<file path="config.mk">
export PLATFORM = sky130hd
export DESIGN_NAME = session_token_table_with_expiry
export DESIGN_NICKNAME = d
export VERILOG_FILES = /design/src/design/stt_pkg.sv /design/src/design/session_token_table_with_expiry.sv /design/src/design/stt_ctrl.sv /design/src/design/stt_dp.sv
export SDC_FILE = /design/constraint.sdc
export NUM_CORES = 2
export LEC_CHECK = 0
export BUFFER_PORTS_ARGS = -buffer_cell sky130_fd_sc_hd__buf_2
export CAP_MARGIN = 20
export CORE_MARGIN = 2
export CORE_UTILIZATION = 54
export CTS_CLUSTER_SIZE = 24
export DETAILED_ROUTE_END_ITERATION = 10
export HOLD_SLACK_MARGIN = 0.05
export PLACE_DENSITY_LB_ADDON = 0.08
export SLEW_MARGIN = 20
export SYNTH_ARGS = -nofsm -noshare
export SYNTH_HDL_FRONTEND = slang
export SYNTH_SLANG_ARGS = --single-unit
</file>
<file path="constraint.sdc">
create_clock -name clk_i -period 15.1 [get_ports clk_i]
set_clock_uncertainty 0.2 [all_clocks]
set_input_delay 0.755 -clock clk_i [delete_from_list [all_inputs] [get_ports clk_i]]
set_output_delay 0.755 -clock clk_i [all_outputs]
set_load 0.02 [all_outputs]
</file>
<file path="src/design/stt_pkg.sv">
// Shared types and constants for the session token table.
// Used by stt_ctrl, stt_dp and the top level session_token_table_with_expiry.
`timescale 1ns / 1ps

package stt_pkg;

  localparam int SESSIONS_DEF = 4;

  localparam int CFG_IDX_W  = 2;
  localparam int CFG_DATA_W = 64;
  localparam int TTL_W      = 40;
  localparam int TIME_W     = 63;
  localparam int EXP_W      = 64;
  localparam int WORD_W     = 64;
  localparam int FAIL_W     = 16;
  localparam int BACKOFF_W  = 12;

  localparam int IN_DATA_W  = 448;
  localparam int IN_USER_W  = 4;
  localparam int OUT_DATA_W = 160;
  localparam int OUT_USER_W = 2;

  localparam int BACKOFF_STEP_MS = 250;
  localparam int BACKOFF_CAP_MS  = 4000;

  localparam logic [TTL_W-1:0] TTL_RESET = TTL_W'(64'd7200000000);

  localparam logic [CFG_IDX_W-1:0] CFG_ENFORCE = 2'd0;
  localparam logic [CFG_IDX_W-1:0] CFG_TTL     = 2'd1;
  localparam logic [CFG_IDX_W-1:0] CFG_PW_HI   = 2'd2;
  localparam logic [CFG_IDX_W-1:0] CFG_PW_LO   = 2'd3;

  typedef enum logic [1:0] {
    ACT_CHECK  = 2'd0,
    ACT_LOGIN  = 2'd1,
    ACT_LOGOUT = 2'd2
  } action_e;

  typedef enum logic [1:0] {
    ST_OK      = 2'd0,
    ST_REFUSED = 2'd1,
    ST_INVALID = 2'd2
  } status_e;

  typedef enum logic [2:0] {
    S_IDLE,
    S_DECODE,
    S_SCAN,
    S_EVICT,
    S_DONE
  } state_e;

  // controller -> datapath
  typedef struct packed {
    logic    load;
    logic    fail_bump;
    logic    fail_clear;
    logic    step;
    logic    evict;
    logic    emit;
    status_e status;
  } cmd_t;

  // datapath -> controller
  typedef struct packed {
    logic [1:0] action;
    logic       enforce;
    logic       tok_present;
    logic       pw_present;
    logic       pw_cfg_zero;
    logic       pw_match;
    logic       hit;
    logic       last;
    logic       out_free;
  } stat_t;

endpackage

</file>
<file path="src/design/session_token_table_with_expiry.sv">
// Top level of the session token table with expiry.
// Depends on stt_pkg, stt_ctrl and stt_dp; packs the stream channels.
//
// Usage: requests (check, login, logout) enter on the s_axis channel, one
// result per request leaves on the m_axis channel. Configuration (enforce,
// TTL, expected password) is written through cfg_we_i/cfg_idx_i/cfg_data_i
// while no request is in flight.
// Sequence: after acceptance a request passes a decode state, then, where it
// needs one, a scan of one slot per cycle (up to SESSIONS slots, stopping at
// the first hit), an eviction state for a login that finds no free slot, and
// a done state that loads the result register once the output register frees.
// Requests are handled one at a time; the next is accepted in the idle state
// that follows the loading of the result. Slots are scanned one at a time
// through the single shared compare unit.
// Reset empties the table, clears the failure counter and restores the
// configuration defaults. A stalled receiver holds the result in the output
// register; one more request may be accepted and processed meanwhile, and it
// waits in the final state until the register frees.
`timescale 1ns / 1ps

module session_token_table_with_expiry #(
  parameter int SESSIONS = stt_pkg::SESSIONS_DEF
) (
  input  logic                           clk_i,
  input  logic                           rst_ni,
  input  logic                           cfg_we_i,
  input  logic [stt_pkg::CFG_IDX_W-1:0]  cfg_idx_i,
  input  logic [stt_pkg::CFG_DATA_W-1:0] cfg_data_i,
  input  logic                           s_axis_tvalid_i,
  output logic                           s_axis_tready_o,
  // token_hi, token_lo, password_hi, password_lo, now_us, random_hi,
  // random_lo, zero pad
  input  logic [stt_pkg::IN_DATA_W-1:0]  s_axis_tdata_i,
  // action, token_present, password_present
  input  logic [stt_pkg::IN_USER_W-1:0]  s_axis_tuser_i,
  output logic                           m_axis_tvalid_o,
  input  logic                           m_axis_tready_i,
  // new_token_hi, new_token_lo, backoff_ms, failure_count, zero pad
  output logic [stt_pkg::OUT_DATA_W-1:0] m_axis_tdata_o,
  // status
  output logic [stt_pkg::OUT_USER_W-1:0] m_axis_tuser_o
);

  stt_pkg::cmd_t  cmd;
  stt_pkg::stat_t stat;

  logic [1:0]                    out_status;
  logic [127:0]                  out_token;
  logic [stt_pkg::BACKOFF_W-1:0] out_backoff;
  logic [stt_pkg::FAIL_W-1:0]    out_fail;

  stt_ctrl u_ctrl (
    .clk_i      (clk_i),
    .rst_ni     (rst_ni),
    .in_valid_i (s_axis_tvalid_i),
    .in_ready_o (s_axis_tready_o),
    .stat_i     (stat),
    .cmd_o      (cmd)
  );

  stt_dp #(
    .SESSIONS (SESSIONS)
  ) u_dp (
    .clk_i            (clk_i),
    .rst_ni           (rst_ni),
    .cfg_we_i         (cfg_we_i),
    .cfg_idx_i        (cfg_idx_i),
    .cfg_data_i       (cfg_data_i),
    .in_action_i      (s_axis_tuser_i[1:0]),
    .in_tok_present_i (s_axis_tuser_i[2]),
    .in_token_i       ({s_axis_tdata_i[63:0], s_axis_tdata_i[127:64]}),
    .in_pw_present_i  (s_axis_tuser_i[3]),
    .in_pw_i          ({s_axis_tdata_i[191:128], s_axis_tdata_i[255:192]}),
    .in_now_i         (s_axis_tdata_i[318:256]),
    .in_rnd_i         ({s_axis_tdata_i[382:319], s_axis_tdata_i[446:383]}),
    .cmd_i            (cmd),
    .stat_o           (stat),
    .out_valid_o      (m_axis_tvalid_o),
    .out_ready_i      (m_axis_tready_i),
    .out_status_o     (out_status),
    .out_token_o      (out_token),
    .out_backoff_o    (out_backoff),
    .out_fail_o       (out_fail)
  );

  assign m_axis_tuser_o = out_status;
  assign m_axis_tdata_o = {4'b0, out_fail, out_backoff, out_token[63:0], out_token[127:64]};

endmodule

</file>
<file path="src/design/stt_ctrl.sv">
// Controller for the session token table: request sequencing state machine.
// Depends on stt_pkg; drives stt_dp through cmd_t and reads stat_t.
`timescale 1ns / 1ps

module stt_ctrl (
  input  logic           clk_i,
  input  logic           rst_ni,
  input  logic           in_valid_i,
  output logic           in_ready_o,
  input  stt_pkg::stat_t stat_i,
  output stt_pkg::cmd_t  cmd_o
);

  stt_pkg::state_e  state_q, state_d;
  stt_pkg::status_e status_q, status_d;

  logic is_login;
  assign is_login = (stat_i.action == stt_pkg::ACT_LOGIN);

  always_ff @(posedge clk_i or negedge rst_ni) begin
    if (!rst_ni) begin
      state_q  <= stt_pkg::S_IDLE;
      status_q <= stt_pkg::ST_OK;
    end else begin
      state_q  <= state_d;
      status_q <= status_d;
    end
  end

  // next state
  always_comb begin
    state_d = state_q;
    case (state_q)
      stt_pkg::S_IDLE: begin
        if (in_valid_i) state_d = stt_pkg::S_DECODE;
      end
      stt_pkg::S_DECODE: begin
        state_d = stt_pkg::S_DONE;
        case (stat_i.action)
          stt_pkg::ACT_CHECK: begin
            if (stat_i.enforce && stat_i.tok_present) state_d = stt_pkg::S_SCAN;
          end
          stt_pkg::ACT_LOGIN: begin
            if (stat_i.pw_present && !stat_i.pw_cfg_zero && stat_i.pw_match)
              state_d = stt_pkg::S_SCAN;
          end
          stt_pkg::ACT_LOGOUT: begin
            if (stat_i.tok_present) state_d = stt_pkg::S_SCAN;
          end
          default: state_d = stt_pkg::S_DONE;
        endcase
      end
      stt_pkg::S_SCAN: begin
        if (stat_i.hit) state_d = stt_pkg::S_DONE;
        else if (stat_i.last) state_d = is_login ? stt_pkg::S_EVICT : stt_pkg::S_DONE;
      end
      stt_pkg::S_EVICT: state_d = stt_pkg::S_DONE;
      stt_pkg::S_DONE: begin
        if (stat_i.out_free) state_d = stt_pkg::S_IDLE;
      end
      default: state_d = stt_pkg::S_IDLE;
    endcase
  end

  // outputs
  always_comb begin
    cmd_o      = '0;
    cmd_o.status = status_q;
    status_d   = status_q;
    in_ready_o = 1'b0;
    case (state_q)
      stt_pkg::S_IDLE: begin
        in_ready_o = 1'b1;
        cmd_o.load = in_valid_i;
      end
      stt_pkg::S_DECODE: begin
        status_d = stt_pkg::ST_OK;
        case (stat_i.action)
          stt_pkg::ACT_CHECK: begin
            if (stat_i.enforce && !stat_i.tok_present) status_d = stt_pkg::ST_REFUSED;
          end
          stt_pkg::ACT_LOGIN: begin
            if (!stat_i.pw_present || stat_i.pw_cfg_zero) begin
              status_d = stt_pkg::ST_INVALID;
            end else if (!stat_i.pw_match) begin
              status_d        = stt_pkg::ST_INVALID;
              cmd_o.fail_bump = 1'b1;
            end else begin
              cmd_o.fail_clear = 1'b1;
            end
          end
          stt_pkg::ACT_LOGOUT: status_d = stt_pkg::ST_OK;
          default: status_d = stt_pkg::ST_INVALID;
        endcase
      end
      stt_pkg::S_SCAN: begin
        cmd_o.step = 1'b1;
        // a check that runs off the end found no live session
        if (!stat_i.hit && stat_i.last && stat_i.action == stt_pkg::ACT_CHECK)
          status_d = stt_pkg::ST_REFUSED;
      end
      stt_pkg::S_EVICT: cmd_o.evict = 1'b1;
      stt_pkg::S_DONE: cmd_o.emit = stat_i.out_free;
      default: cmd_o = '0;
    endcase
  end

endmodule

</file>
<file path="src/design/stt_dp.sv">
// Datapath for the session token table: config registers, slot storage,
// scan index, failure counter and result register. Depends on stt_pkg.
`timescale 1ns / 1ps

module stt_dp #(
  parameter int SESSIONS = stt_pkg::SESSIONS_DEF
) (
  input  logic                              clk_i,
  input  logic                              rst_ni,
  input  logic                              cfg_we_i,
  input  logic [stt_pkg::CFG_IDX_W-1:0]     cfg_idx_i,
  input  logic [stt_pkg::CFG_DATA_W-1:0]    cfg_data_i,
  input  logic [1:0]                        in_action_i,
  input  logic                              in_tok_present_i,
  input  logic [2*stt_pkg::WORD_W-1:0]      in_token_i,
  input  logic                              in_pw_present_i,
  input  logic [2*stt_pkg::WORD_W-1:0]      in_pw_i,
  input  logic [stt_pkg::TIME_W-1:0]        in_now_i,
  input  logic [2*stt_pkg::WORD_W-1:0]      in_rnd_i,
  input  stt_pkg::cmd_t                     cmd_i,
  output stt_pkg::stat_t                    stat_o,
  output logic                              out_valid_o,
  input  logic                              out_ready_i,
  output logic [1:0]                        out_status_o,
  output logic [2*stt_pkg::WORD_W-1:0]      out_token_o,
  output logic [stt_pkg::BACKOFF_W-1:0]     out_backoff_o,
  output logic [stt_pkg::FAIL_W-1:0]        out_fail_o
);

  localparam int IDX_W = (SESSIONS > 1) ? $clog2(SESSIONS) : 1;
  localparam int CAP_N = stt_pkg::BACKOFF_CAP_MS / stt_pkg::BACKOFF_STEP_MS;
  localparam int TW    = 2 * stt_pkg::WORD_W;

  // configuration
  logic                      enforce_q;
  logic [stt_pkg::TTL_W-1:0] ttl_q;
  logic [TW-1:0]             exp_pw_q;

  always_ff @(posedge clk_i or negedge rst_ni) begin
    if (!rst_ni) begin
      enforce_q <= 1'b1;
      ttl_q     <= stt_pkg::TTL_RESET;
      exp_pw_q  <= '0;
    end else if (cfg_we_i) begin
      case (cfg_idx_i)
        stt_pkg::CFG_ENFORCE: enforce_q <= cfg_data_i[0];
        stt_pkg::CFG_TTL:     ttl_q <= cfg_data_i[stt_pkg::TTL_W-1:0];
        stt_pkg::CFG_PW_HI:   exp_pw_q[TW-1:stt_pkg::WORD_W] <= cfg_data_i;
        stt_pkg::CFG_PW_LO:   exp_pw_q[stt_pkg::WORD_W-1:0] <= cfg_data_i;
        default: ;
      endcase
    end
  end

  // latched request
  logic [1:0]                req_act_q;
  logic                      req_tok_p_q, req_pw_p_q;
  logic [TW-1:0]             req_tok_q, req_pw_q, req_rnd_q;
  logic [stt_pkg::EXP_W-1:0] now_q, sum_q;

  always_ff @(posedge clk_i) begin
    if (cmd_i.load) begin
      req_act_q   <= in_action_i;
      req_tok_p_q <= in_tok_present_i;
      req_pw_p_q  <= in_pw_present_i;
      req_tok_q   <= in_token_i;
      req_pw_q    <= in_pw_i;
      req_rnd_q   <= in_rnd_i;
      now_q       <= {1'b0, in_now_i};
      sum_q       <= {1'b0, in_now_i} + {{(stt_pkg::EXP_W - stt_pkg::TTL_W){1'b0}}, ttl_q};
    end
  end

  // slot storage; a stored token only counts in a match for a valid slot
  logic [SESSIONS-1:0]                     valid_q;
  logic [SESSIONS-1:0][stt_pkg::EXP_W-1:0] expiry_q;
  logic [SESSIONS-1:0][TW-1:0]             token_q;
  logic [IDX_W-1:0]                        idx_q, min_idx_q;
  logic [stt_pkg::EXP_W-1:0]               min_q;

  logic pick_mode, cur_valid, cur_expired, cur_match, hit;
  logic [stt_pkg::EXP_W-1:0] cur_exp;

  assign pick_mode   = (req_act_q == stt_pkg::ACT_LOGIN);
  assign cur_valid   = valid_q[idx_q];
  assign cur_exp     = expiry_q[idx_q];
  assign cur_expired = (cur_exp <= now_q);
  assign cur_match   = (token_q[idx_q] == req_tok_q);
  assign hit = pick_mode ? (!cur_valid || cur_expired)
                         : (cur_valid && !cur_expired && cur_match);

  always_ff @(posedge clk_i or negedge rst_ni) begin
    if (!rst_ni) begin
      valid_q  <= '0;
      expiry_q <= '0;
    end else begin
      if (cmd_i.step) begin
        if (!pick_mode) begin
          if (cur_valid && cur_expired) begin
            valid_q[idx_q]  <= 1'b0;
            expiry_q[idx_q] <= '0;
          end else if (hit) begin
            if (req_act_q == stt_pkg::ACT_CHECK) begin
              expiry_q[idx_q] <= sum_q;
            end else begin
              valid_q[idx_q]  <= 1'b0;
              expiry_q[idx_q] <= '0;
            end
          end
        end else if (hit) begin
          valid_q[idx_q]  <= 1'b1;
          expiry_q[idx_q] <= sum_q;
        end
      end
      if (cmd_i.evict) begin
        valid_q[min_idx_q]  <= 1'b1;
        expiry_q[min_idx_q] <= sum_q;
      end
    end
  end

  always_ff @(posedge clk_i) begin
    if (cmd_i.step && pick_mode && hit) token_q[idx_q] <= req_rnd_q;
    if (cmd_i.evict) token_q[min_idx_q] <= req_rnd_q;
    // earliest expiry among live slots seen so far, lowest index on a tie
    if (cmd_i.step && pick_mode && !hit && (idx_q == '0 || cur_exp < min_q)) begin
      min_q     <= cur_exp;
      min_idx_q <= idx_q;
    end
  end

  always_ff @(posedge clk_i or negedge rst_ni) begin
    if (!rst_ni) begin
      idx_q <= '0;
    end else if (cmd_i.load) begin
      idx_q <= '0;
    end else if (cmd_i.step) begin
      idx_q <= idx_q + IDX_W'(1);
    end
  end

  // failure counter and backoff
  logic [stt_pkg::FAIL_W-1:0]    fail_q, fail_inc;
  logic [stt_pkg::BACKOFF_W-1:0] backoff_q;

  assign fail_inc = (fail_q == '1) ? fail_q : fail_q + stt_pkg::FAIL_W'(1);

  always_ff @(posedge clk_i or negedge rst_ni) begin
    if (!rst_ni) begin
      fail_q <= '0;
    end else if (cmd_i.fail_bump) begin
      fail_q <= fail_inc;
    end else if (cmd_i.fail_clear) begin
      fail_q <= '0;
    end
  end

  always_ff @(posedge clk_i) begin
    if (cmd_i.load) begin
      backoff_q <= '0;
    end else if (cmd_i.fail_bump) begin
      if (fail_inc >= stt_pkg::FAIL_W'(CAP_N))
        backoff_q <= stt_pkg::BACKOFF_W'(stt_pkg::BACKOFF_CAP_MS);
      else
        backoff_q <= stt_pkg::BACKOFF_W'(fail_inc * stt_pkg::FAIL_W'(stt_pkg::BACKOFF_STEP_MS));
    end
  end

  // result register
  logic                          out_valid_q;
  logic [1:0]                    out_status_q;
  logic [TW-1:0]                 out_token_q;
  logic [stt_pkg::BACKOFF_W-1:0] out_backoff_q;
  logic [stt_pkg::FAIL_W-1:0]    out_fail_q;
  logic                          out_free;

  assign out_free = !out_valid_q || out_ready_i;

  always_ff @(posedge clk_i or negedge rst_ni) begin
    if (!rst_ni) begin
      out_valid_q <= 1'b0;
    end else if (cmd_i.emit) begin
      out_valid_q <= 1'b1;
    end else if (out_ready_i) begin
      out_valid_q <= 1'b0;
    end
  end

  always_ff @(posedge clk_i) begin
    if (cmd_i.emit) begin
      out_status_q  <= cmd_i.status;
      out_token_q   <= (pick_mode && cmd_i.status == stt_pkg::ST_OK) ? req_rnd_q : '0;
      out_backoff_q <= backoff_q;
      out_fail_q    <= fail_q;
    end
  end

  assign out_valid_o   = out_valid_q;
  assign out_status_o  = out_status_q;
  assign out_token_o   = out_token_q;
  assign out_backoff_o = out_backoff_q;
  assign out_fail_o    = out_fail_q;

  assign stat_o.action      = req_act_q;
  assign stat_o.enforce     = enforce_q;
  assign stat_o.tok_present = req_tok_p_q;
  assign stat_o.pw_present  = req_pw_p_q;
  assign stat_o.pw_cfg_zero = (exp_pw_q == '0);
  assign stat_o.pw_match    = (req_pw_q == exp_pw_q);
  assign stat_o.hit         = hit;
  assign stat_o.last        = (idx_q == IDX_W'(SESSIONS - 1));
  assign stat_o.out_free    = out_free;

endmodule

</file>
== After elaboration in Yosys (flattened, before gate mapping) ==
Cells that the tools add are included.

* Input port bits: 523
* Word-level logic and storage cells: 185
* Register bits after elaboration: 1716

* Add/subtract/negate cells: 3
* Multiplexer cells: 74
* $mul: 1
* $lt $le $gt $ge: 7
* Equality and inequality tests: 17
* Bitwise logic cells: 6
* Reduce and logical (&&, ||, !) cells: 44

{| class="wikitable"
|+ Operators by type and width
! kind !! count
|-
| 2-to-1 mux 256 bit || 7
|-
| bitwise mux 512 bit || 2
|-
| 2-to-1 mux 512 bit || 2
|-
| bitwise mux 256 bit || 2
|-
| demux 128 bit (select 2 bit) || 2
|-
| 2-to-1 mux 128 bit || 3
|-
| bitwise AND 256 bit || 1
|-
| binary-select mux 128 bit (select 2 bit) || 1
|-
| demux 64 bit (select 2 bit) || 2
|-
| == test 128 bit || 2
|-
| inverter 256 bit || 1
|-
| 2-to-1 mux 64 bit || 3
|-
| binary-select mux 64 bit (select 2 bit) || 1
|-
| zero test 128 bit || 1
|-
| adder 63 x 40 -> 64 bit || 1
|-
| less-or-equal comparator 64 x 63 -> 1 bit || 1
|-
| less-than comparator 64 bit || 1
|-
| 2-to-1 mux 16 bit || 3
|-
| 2-to-1 mux 4 bit || 7
|-
| 2-to-1 mux 3 bit || 8
|-
| 2-to-1 mux 2 bit || 9
|-
| adder 16 x 1 -> 16 bit (second input constant) || 1
|-
| == test 16 bit (second input constant) || 1
|-
| >= comparator 16 x 5 -> 1 bit (second input constant) || 1
|-
| 32 further kinds || 89
|}

== Depth between registers and ports, before layout ==
* Word-level depth: 13
* Gate-level depth with buffers: 21
* Depth with buffers taken out: 20

== By module ==
A second synthesis with hierarchy kept.

* Cells, all modules: 5088
* Area total of the unflattened synthesis: 73270.3 um^2

{| class="wikitable"
|+ Modules (own cells, without submodules)
! module !! instances !! sequential area each (um^2) !! cells an instance !! area each (um^2)
|-
| stt_dp || 1 || 43858.3 || 5033 || 72784.8
|-
| stt_ctrl || 1 || 125.1 || 50 || 451.7
|-
| session_token_table_with_expiry || 1 || 0.0 || 5 || 33.8
|}

== Worst setup path before layout ==
No wires, ideal clock.

* Path type: flip-flop to flip-flop
* Start point: reg u_ctrl.state_q[2]
* End point: reg u_dp.now_q[0] in the netlist's numbering (enable)
* Cell stages (with the launch flop): 5
* Path slack: -1.655 ns
* Data arrival time: 15.476 ns
* Clock period less this slack: 16.755 ns
* Buffers on the path: 2
* Setup time: 1.080 ns
* Path through: dfrtp_1 > clkbuf_1 > nor3_1 > and2_0 > clkbuf_1

{| class="wikitable"
|+ RTL lines
! element !! RTL line !! text
|-
| from (decl) || stt_ctrl.sv:14 || <nowiki>stt_pkg::state_e state_q, state_d;</nowiki>
|-
| from (signal assigned) || stt_ctrl.sv:22 || <nowiki>state_q <= stt_pkg::S_IDLE;</nowiki>
|-
| from (signal assigned) || stt_ctrl.sv:25 || <nowiki>state_q <= state_d;</nowiki>
|-
| to (signal assigned) || stt_dp.sv:69 || <nowiki>now_q <= {1'b0, in_now_i};</nowiki>
|-
| to (decl) || stt_dp.sv:59 || <nowiki>logic [stt_pkg::EXP_W-1:0] now_q, sum_q;</nowiki>
|}

== Final worst setup path ==
* Start point: reg u_dp.idx_q[0]
* End point: reg u_dp.expiry_q[254] in the netlist's numbering

* Cells in the longest elaborated chain, start to end: 13
* Elaborated cells between the ends (all ways): 31
* Classes of those cells: order compare: 3; eq/ne: 1; mux: 18; bitwise: 2; reduce/logical: 7

{| class="wikitable"
|+ RTL lines
! element !! RTL line !! text
|-
| from (decl) || stt_dp.sv:78 || <nowiki>logic [IDX_W-1:0] idx_q, min_idx_q;</nowiki>
|-
| from (signal assigned) || stt_dp.sv:138 || <nowiki>idx_q <= idx_q + IDX_W'(1);</nowiki>
|-
| binary-select mux 64 bit (select 2 bit) * || stt_dp.sv:86 || <nowiki>assign cur_exp = expiry_q[idx_q];</nowiki>
|-
| 2-to-1 mux 64 bit (not written as such) * || stt_dp.sv:86 ||
|-
| named net u_dp.cur_exp, one bit || stt_dp.sv:82 || <nowiki>logic [stt_pkg::EXP_W-1:0] cur_exp;</nowiki>
|-
| less-or-equal comparator 64 x 63 -> 1 bit * || stt_dp.sv:87 || <nowiki>assign cur_expired = (cur_exp <= now_q);</nowiki>
|-
| zero test 1 bit || stt_dp.sv:90 || <nowiki>: (cur_valid && !cur_expired && cur_match);</nowiki>
|-
| logical AND 1 bit (2 in a row) || stt_dp.sv:90 ||
|-
| 2-to-1 mux 1 bit || stt_dp.sv:89 || <nowiki>assign hit = pick_mode ? (!cur_valid || cur_expired)</nowiki>
|-
| 2-to-1 mux 256 bit || stt_dp.sv:102 || <nowiki>end else if (hit) begin</nowiki>
|-
| 2-to-1 mux 256 bit || stt_dp.sv:99 || <nowiki>if (cur_valid && cur_expired) begin</nowiki>
|-
| 2-to-1 mux 256 bit * || stt_dp.sv:98 || <nowiki>if (!pick_mode) begin</nowiki>
|-
| 2-to-1 mux 256 bit * || stt_dp.sv:97 || <nowiki>if (cmd_i.step) begin</nowiki>
|-
| bitwise mux 256 bit || stt_dp.sv:117 || <nowiki>expiry_q[min_idx_q] <= sum_q;</nowiki>
|-
| 2-to-1 mux 256 bit * || stt_dp.sv:115 || <nowiki>if (cmd_i.evict) begin</nowiki>
|-
| to (signal, indexed assignment) || stt_dp.sv:104 || <nowiki>expiry_q[idx_q] <= sum_q;</nowiki>
|-
| to (signal, indexed assignment) || stt_dp.sv:112 || <nowiki>expiry_q[idx_q] <= sum_q;</nowiki>
|-
| to (signal, indexed assignment) || stt_dp.sv:117 ||
|-
| to (decl) || stt_dp.sv:76 || <nowiki>logic [SESSIONS-1:0][stt_pkg::EXP_W-1:0] expiry_q;</nowiki>
|}

The timed path passes the listed nets; every way through them passes the cells marked *. The select of a mux whose other input is x is not followed.
A chain may end at the register's enable or synchronous reset.

==> metrics.txt <==
# TYPE chip_impl_metric gauge
chip_impl_metric{name="synth_sequential_area_ratio",unit="%"} 60.3
chip_impl_metric{name="chipHeight",unit="µm"} 371
chip_impl_metric{name="synthesis.area_per_instance",unit="µm²"} 14.3
chip_impl_metric{name="synth-xor-area-share",unit="%"} 4.02
chip_impl_metric{name="synthesis.instances",unit=""} 5086
chip_impl_metric{name="register_area",unit="µm²"} 44000
chip_impl_metric{name="detailed_place_hpwl",unit="µm"} 130000
chip_impl_metric{name="p_sw_share",unit="%"} 30.9
chip_impl_metric{name="clock_tree.buffer_depth",unit=""} 3
chip_impl_metric{name="route.final.wire_length",unit="µm"} 200000
chip_impl_metric{name="arrival",unit="ns"} 8.73
chip_impl_metric{name="post_drt_via_cell_ratio",unit=""} 5.81
chip_impl_metric{name="clock_power_share",unit="%"} 27.7
chip_impl_metric{name="ys.warnings.count",unit=""} 0
chip_impl_info{name="cp_slowest_cell",value="dfrtp_4"} 1
chip_impl_metric{name="timing.max_slew.rel_slack",unit="%"} 23.2
chip_impl_metric{name="worst_margin_slew",unit="ns"} 1.15
chip_impl_metric{name="worst_path_largest_cell_delay",unit="ns"} 0.96
chip_impl_info{name="crit_path_start_kind",value="register"} 1
chip_impl_metric{name="synth.lib_cells_used.distinct",unit=""} 77
chip_impl_metric{name="worst-path-max-fanout",unit=""} 51
chip_impl_metric{name="place_ws",unit="ns"} 6.90
chip_impl_metric{name="finalWorstPathRequiredPeriod",unit="ns"} 8.23
chip_impl_metric{name="irDropWorstVdd",unit="V"} 0.000147
chip_impl_metric{name="timing.fmax",unit="MHz"} 122
chip_impl_info{name="netlist_top_cells_area",value="edfxtp_1, dfrtp_1, dfxtp_1, mux2_2, mux4_2"} 1
chip_impl_metric{name="fp.dieArea",unit="µm²"} 138000
chip_impl_metric{name="max_cap_viol_count",unit=""} 0
chip_impl_metric{name="p_comb_share",unit="%"} 26.8
chip_impl_metric{name="timing.hold.ws",unit="ns"} 0.0962
chip_impl_metric{name="numPortBuffers",unit=""} 680
chip_impl_metric{name="synth_area",unit="µm²"} 72900
chip_impl_info{name="most_common_flop_cell_mapped_by_yosys",value="edfxtp_1"} 1
chip_impl_metric{name="synth_mux_area_share",unit="%"} 16.6
chip_impl_info{name="synth_top_family_by_area",value="multiplexers"} 1
chip_impl_info{name="tritoncts",value="done"} 1
chip_impl_metric{name="placeableCoreArea",unit="µm²"} 134000
chip_impl_metric{name="cts_htree_levels",unit=""} 4
chip_impl_metric{name="timing.final.ws_setup",unit="ns"} 6.87
chip_impl_metric{name="reported_leakage_power",unit="nW"} 36.5
chip_impl_metric{name="total_power",unit="mW"} 15.8
chip_impl_metric{name="yosysTopAreaCellShare",unit="%"} 30.4
chip_impl_info{name="status",value="completed"} 1
chip_impl_metric{name="worst_skew_pair.late_latency",unit="ns"} 0.80
chip_impl_metric{name="adder_cell_share_of_the_synthesized_area",unit="%"} 3.91
chip_impl_metric{name="grt_util_all_layers",unit="%"} 28.8
chip_impl_metric{name="post_dp_cell_area",unit="µm²"} 78100
chip_impl_metric{name="global_route_wire_length_before_repair",unit="µm"} 298000
chip_impl_metric{name="floorplan.io_pins",unit=""} 687
chip_impl_metric{name="timing.setup.tns",unit="ns"} 0
chip_impl_metric{name="finalCoreUtilization",unit="%"} 66.6
chip_impl_metric{name="worst_hold_path.num_cells",unit=""} 2
chip_impl_metric{name="cellInternalPower",unit="mW"} 10.9
chip_impl_metric{name="row_count",unit=""} 134
chip_impl_metric{name="route.detailed.drc",unit=""} 0
chip_impl_metric{name="dieWidth",unit="µm"} 371
chip_impl_metric{name="setup_viol",unit=""} 0
chip_impl_metric{name="drt_pre_antenna_iters",unit=""} 5
chip_impl_metric{name="finish.net_count",unit=""} 6996
chip_impl_metric{name="yosys_register_bits",unit=""} 1714
chip_impl_metric{name="min_period_over_period",unit="%"} 54.5
chip_impl_metric{name="r2r.worst_path.cells",unit=""} 14
chip_impl_metric{name="vias",unit=""} 47600
chip_impl_metric{name="hold_viol",unit=""} 0
chip_impl_metric{name="cts_num_sinks",unit=""} 1714
chip_impl_info{name="timing_worst_setup_path_type",value="register to register"} 1
chip_impl_metric{name="avgRoutedWirePerCell",unit="µm"} 24.5
chip_impl_metric{name="areaGrowthSynthToFinish",unit="%"} 22.1
chip_impl_metric{name="numCtsBuffers",unit=""} 177
chip_impl_metric{name="globalRoute.totalOverflow",unit=""} 0
chip_impl_info{name="post_synth_top_cells",value="edfxtp_1, mux2_2, dfxtp_1"} 1
chip_impl_metric{name="fillerInstances",unit=""} 9616
chip_impl_metric{name="drt-initial-drc-count",unit=""} 3723
chip_impl_info{name="cp_cell_sequence",value="buf_4 > mux4_2 > ha_1 > nand3_1 > or4_1 > or2_2 > nor3_1 > nand4_1 > o21a_1 > a21o_1 > and2_1 > o31ai_4 > buf_4 > a22o_1"} 1
chip_impl_metric{name="critical_path_required",unit="ns"} 15.61
chip_impl_metric{name="layout-drive-gt1-share",unit="%"} 30.2
chip_impl_metric{name="multi_input_gate_area_in_the_final_layout",unit="µm²"} 27100
chip_impl_metric{name="grt_max_degree",unit=""} 169
chip_impl_metric{name="antenna_nets_post_route",unit=""} 0
chip_impl_metric{name="dp.cells",unit=""} 7346
chip_impl_info{name="endpoint_kind",value="register"} 1
chip_impl_info{name="yosys.area.top_type",value="edfxtp_1"} 1
chip_impl_metric{name="grt_pass1_vias",unit=""} 48300
chip_impl_metric{name="power.density",unit="nW/µm²"} 177
chip_impl_metric{name="initial_antenna_violation_count",unit=""} 39
chip_impl_metric{name="final_max_slew_viol_count",unit=""} 0
chip_impl_metric{name="layoutNonFillerInstCount",unit=""} 8194
chip_impl_info{name="hold_path.class",value="input port to register"} 1
chip_impl_metric{name="edff_count_synth",unit=""} 738
chip_impl_metric{name="sequentialPowerShare",unit="%"} 45.5
chip_impl_metric{name="clk_pin_slew_worst_paths",unit="ns"} 0.06
chip_impl_metric{name="synth_area_in_compound_gates",unit="%"} 6.51
chip_impl_metric{name="cts_repair_resize_count",unit=""} 0
chip_impl_metric{name="switching_power",unit="mW"} 4.88
chip_impl_metric{name="initial_utilization",unit="%"} 54.5
chip_impl_metric{name="design_area",unit="µm²"} 89100
chip_impl_info{name="synth.most_common_cell",value="edfxtp_1"} 1
chip_impl_info{name="crit_top_cell",value="buf_4"} 1
chip_impl_info{name="grt_setup_unrepaired",value="false"} 1
chip_impl_metric{name="async_reset_ff_share",unit="%"} 26.4
chip_impl_metric{name="synth-simple-area-share",unit="%"} 5.80
chip_impl_metric{name="final_weighted_congestion_in_routability_driven_placement",unit=""} 0.896
chip_impl_info{name="clk_root_buffer_cell",value="clkbuf_16"} 1
-- power groups by stage --
| stage | registers [mW] | logic (mW) | clock network [mW] |
|---|---|---|---|
| 2_1_floorplan | 7.20 | 2.93 | 0 |
| 3_3_place_gp | 7.19 | 4.02 | 0 |
| 5_1_grt | 7.33 | 4.62 | 4.62 |
| 4_1_cts | 7.16 | 4.25 | 4.43 |
| 6_report | 7.19 | 4.24 | 4.37 |
| 3_5_place_dp | 7.24 | 4.12 | 0 |
-- routing by layer --
metal  vias up  global-route usage [%]  part of all wire, %
li1      21400                       -                    -
met1     24100                    40.5                   43
met3       380                    4.98                  6.4
met2      1740                    46.1                   47
met4        26                    8.48                  2.9
met5         -                       0                0.082
-- flip-flops by register name, summed over array words and instances (netlist names), 40 cells and up --
name              cells
u_dp.exp_pw_q       128
u_dp.out_token_o    128
u_dp.req_rnd_q      128
u_dp.req_pw_q       128
u_dp.expiry_q       256
u_dp.ttl_q           40
u_dp.req_tok_q      128
u_dp.token_q        512
u_dp.min_q           64
u_dp.now_q           63
u_dp.sum_q           64
-- final cells by class --
type	count	area share, %
Inverter	254	1.07
Tap cell	1768	2.48
Sequential cell	1714	49.4
Antenna cell	15	0.0421
Clock buffer	269	5.97
Timing Repair Buffer	1234	10.0
Multi-Input combinational cell	2876	30.4
Clock inverter	64	0.603
-- cell usage in the layout, fill, tap and decap left out, types with 14 or more instances in the layout --
cell           count
nand3_1           65
clkbuf_8          35
nor3_1            73
o21a_1            14
dfrtp_1          438
a21oi_1           90
a21o_1            60
and3_1            19
nor4_1            64
clkinv_2          31
dlygate4sd3_1    499
xor2_1            49
nand2_1          142
clkinv_1          14
diode_2           15
clkbuf_1          48
and2_1           140
edfxtp_1         738
buf_4             45
nand4_1          106
mux4_2           193
inv_1            254
dfxtp_1          523
a22o_1           163
ha_1             196
buf_2            679
clkbuf_16        186
nand2b_1          19
xnor2_1          286
o21ai_0           98
fa_1              20
a32oi_1           30
mux2_2           685
nor2_1           128
a221o_1           64
-- critical path: cells and delay by family, from the launching register on --
family                   cells  cell delay, ns
flip-flops                   1            0.96
buffers and inverters        2            1.73
adder cells (fa/ha/maj)      1            0.30
multiplexers                 1            0.66
AO/OA/AOI/OAI                4            1.63
AND/OR/NAND/NOR              6            2.61
-- worst paths after layout --
path | startpoint | to | slack (ns)
worst max-delay path | u_dp.idx_q[0]$_DFFE_PN0P_ | u_dp.expiry_q[254]$_DFF_PN0_ | 6.87
min in group asynchronous | rst_ni | u_dp.exp_pw_q[51]$_DFFE_PN0P_ | 0.45
worst min-delay path | cfg_data_i[12] | u_dp.exp_pw_q[76]$_DFFE_PN0P_ | 0.1
worst min register to register | u_dp.backoff_q[1]$_SDFFE_PP0P_ | u_dp.out_backoff_o[1]$_DFFE_PP_ | 0.23
max in group asynchronous | rst_ni | u_dp.expiry_q[113]$_DFF_PN0_ | 11.86
worst max register to register | u_dp.idx_q[0]$_DFFE_PN0P_ | u_dp.expiry_q[254]$_DFF_PN0_ | 6.87
-- kinds of logic after synthesis --
family,Yosys count
AND/OR/NAND/NOR,808
flip-flops,1714
multiplexers,880
AO/OA/AOI/OAI,632
XOR/XNOR,335
other,1
adder cells (fa/ha/maj),216
buffers and inverters,500
-- timing repair --
action,CTS,global route
hold buffers,499,0
hold endpoints to repair,669,0
setup buffers,0,0
Power figures use the tool's default switching activity.
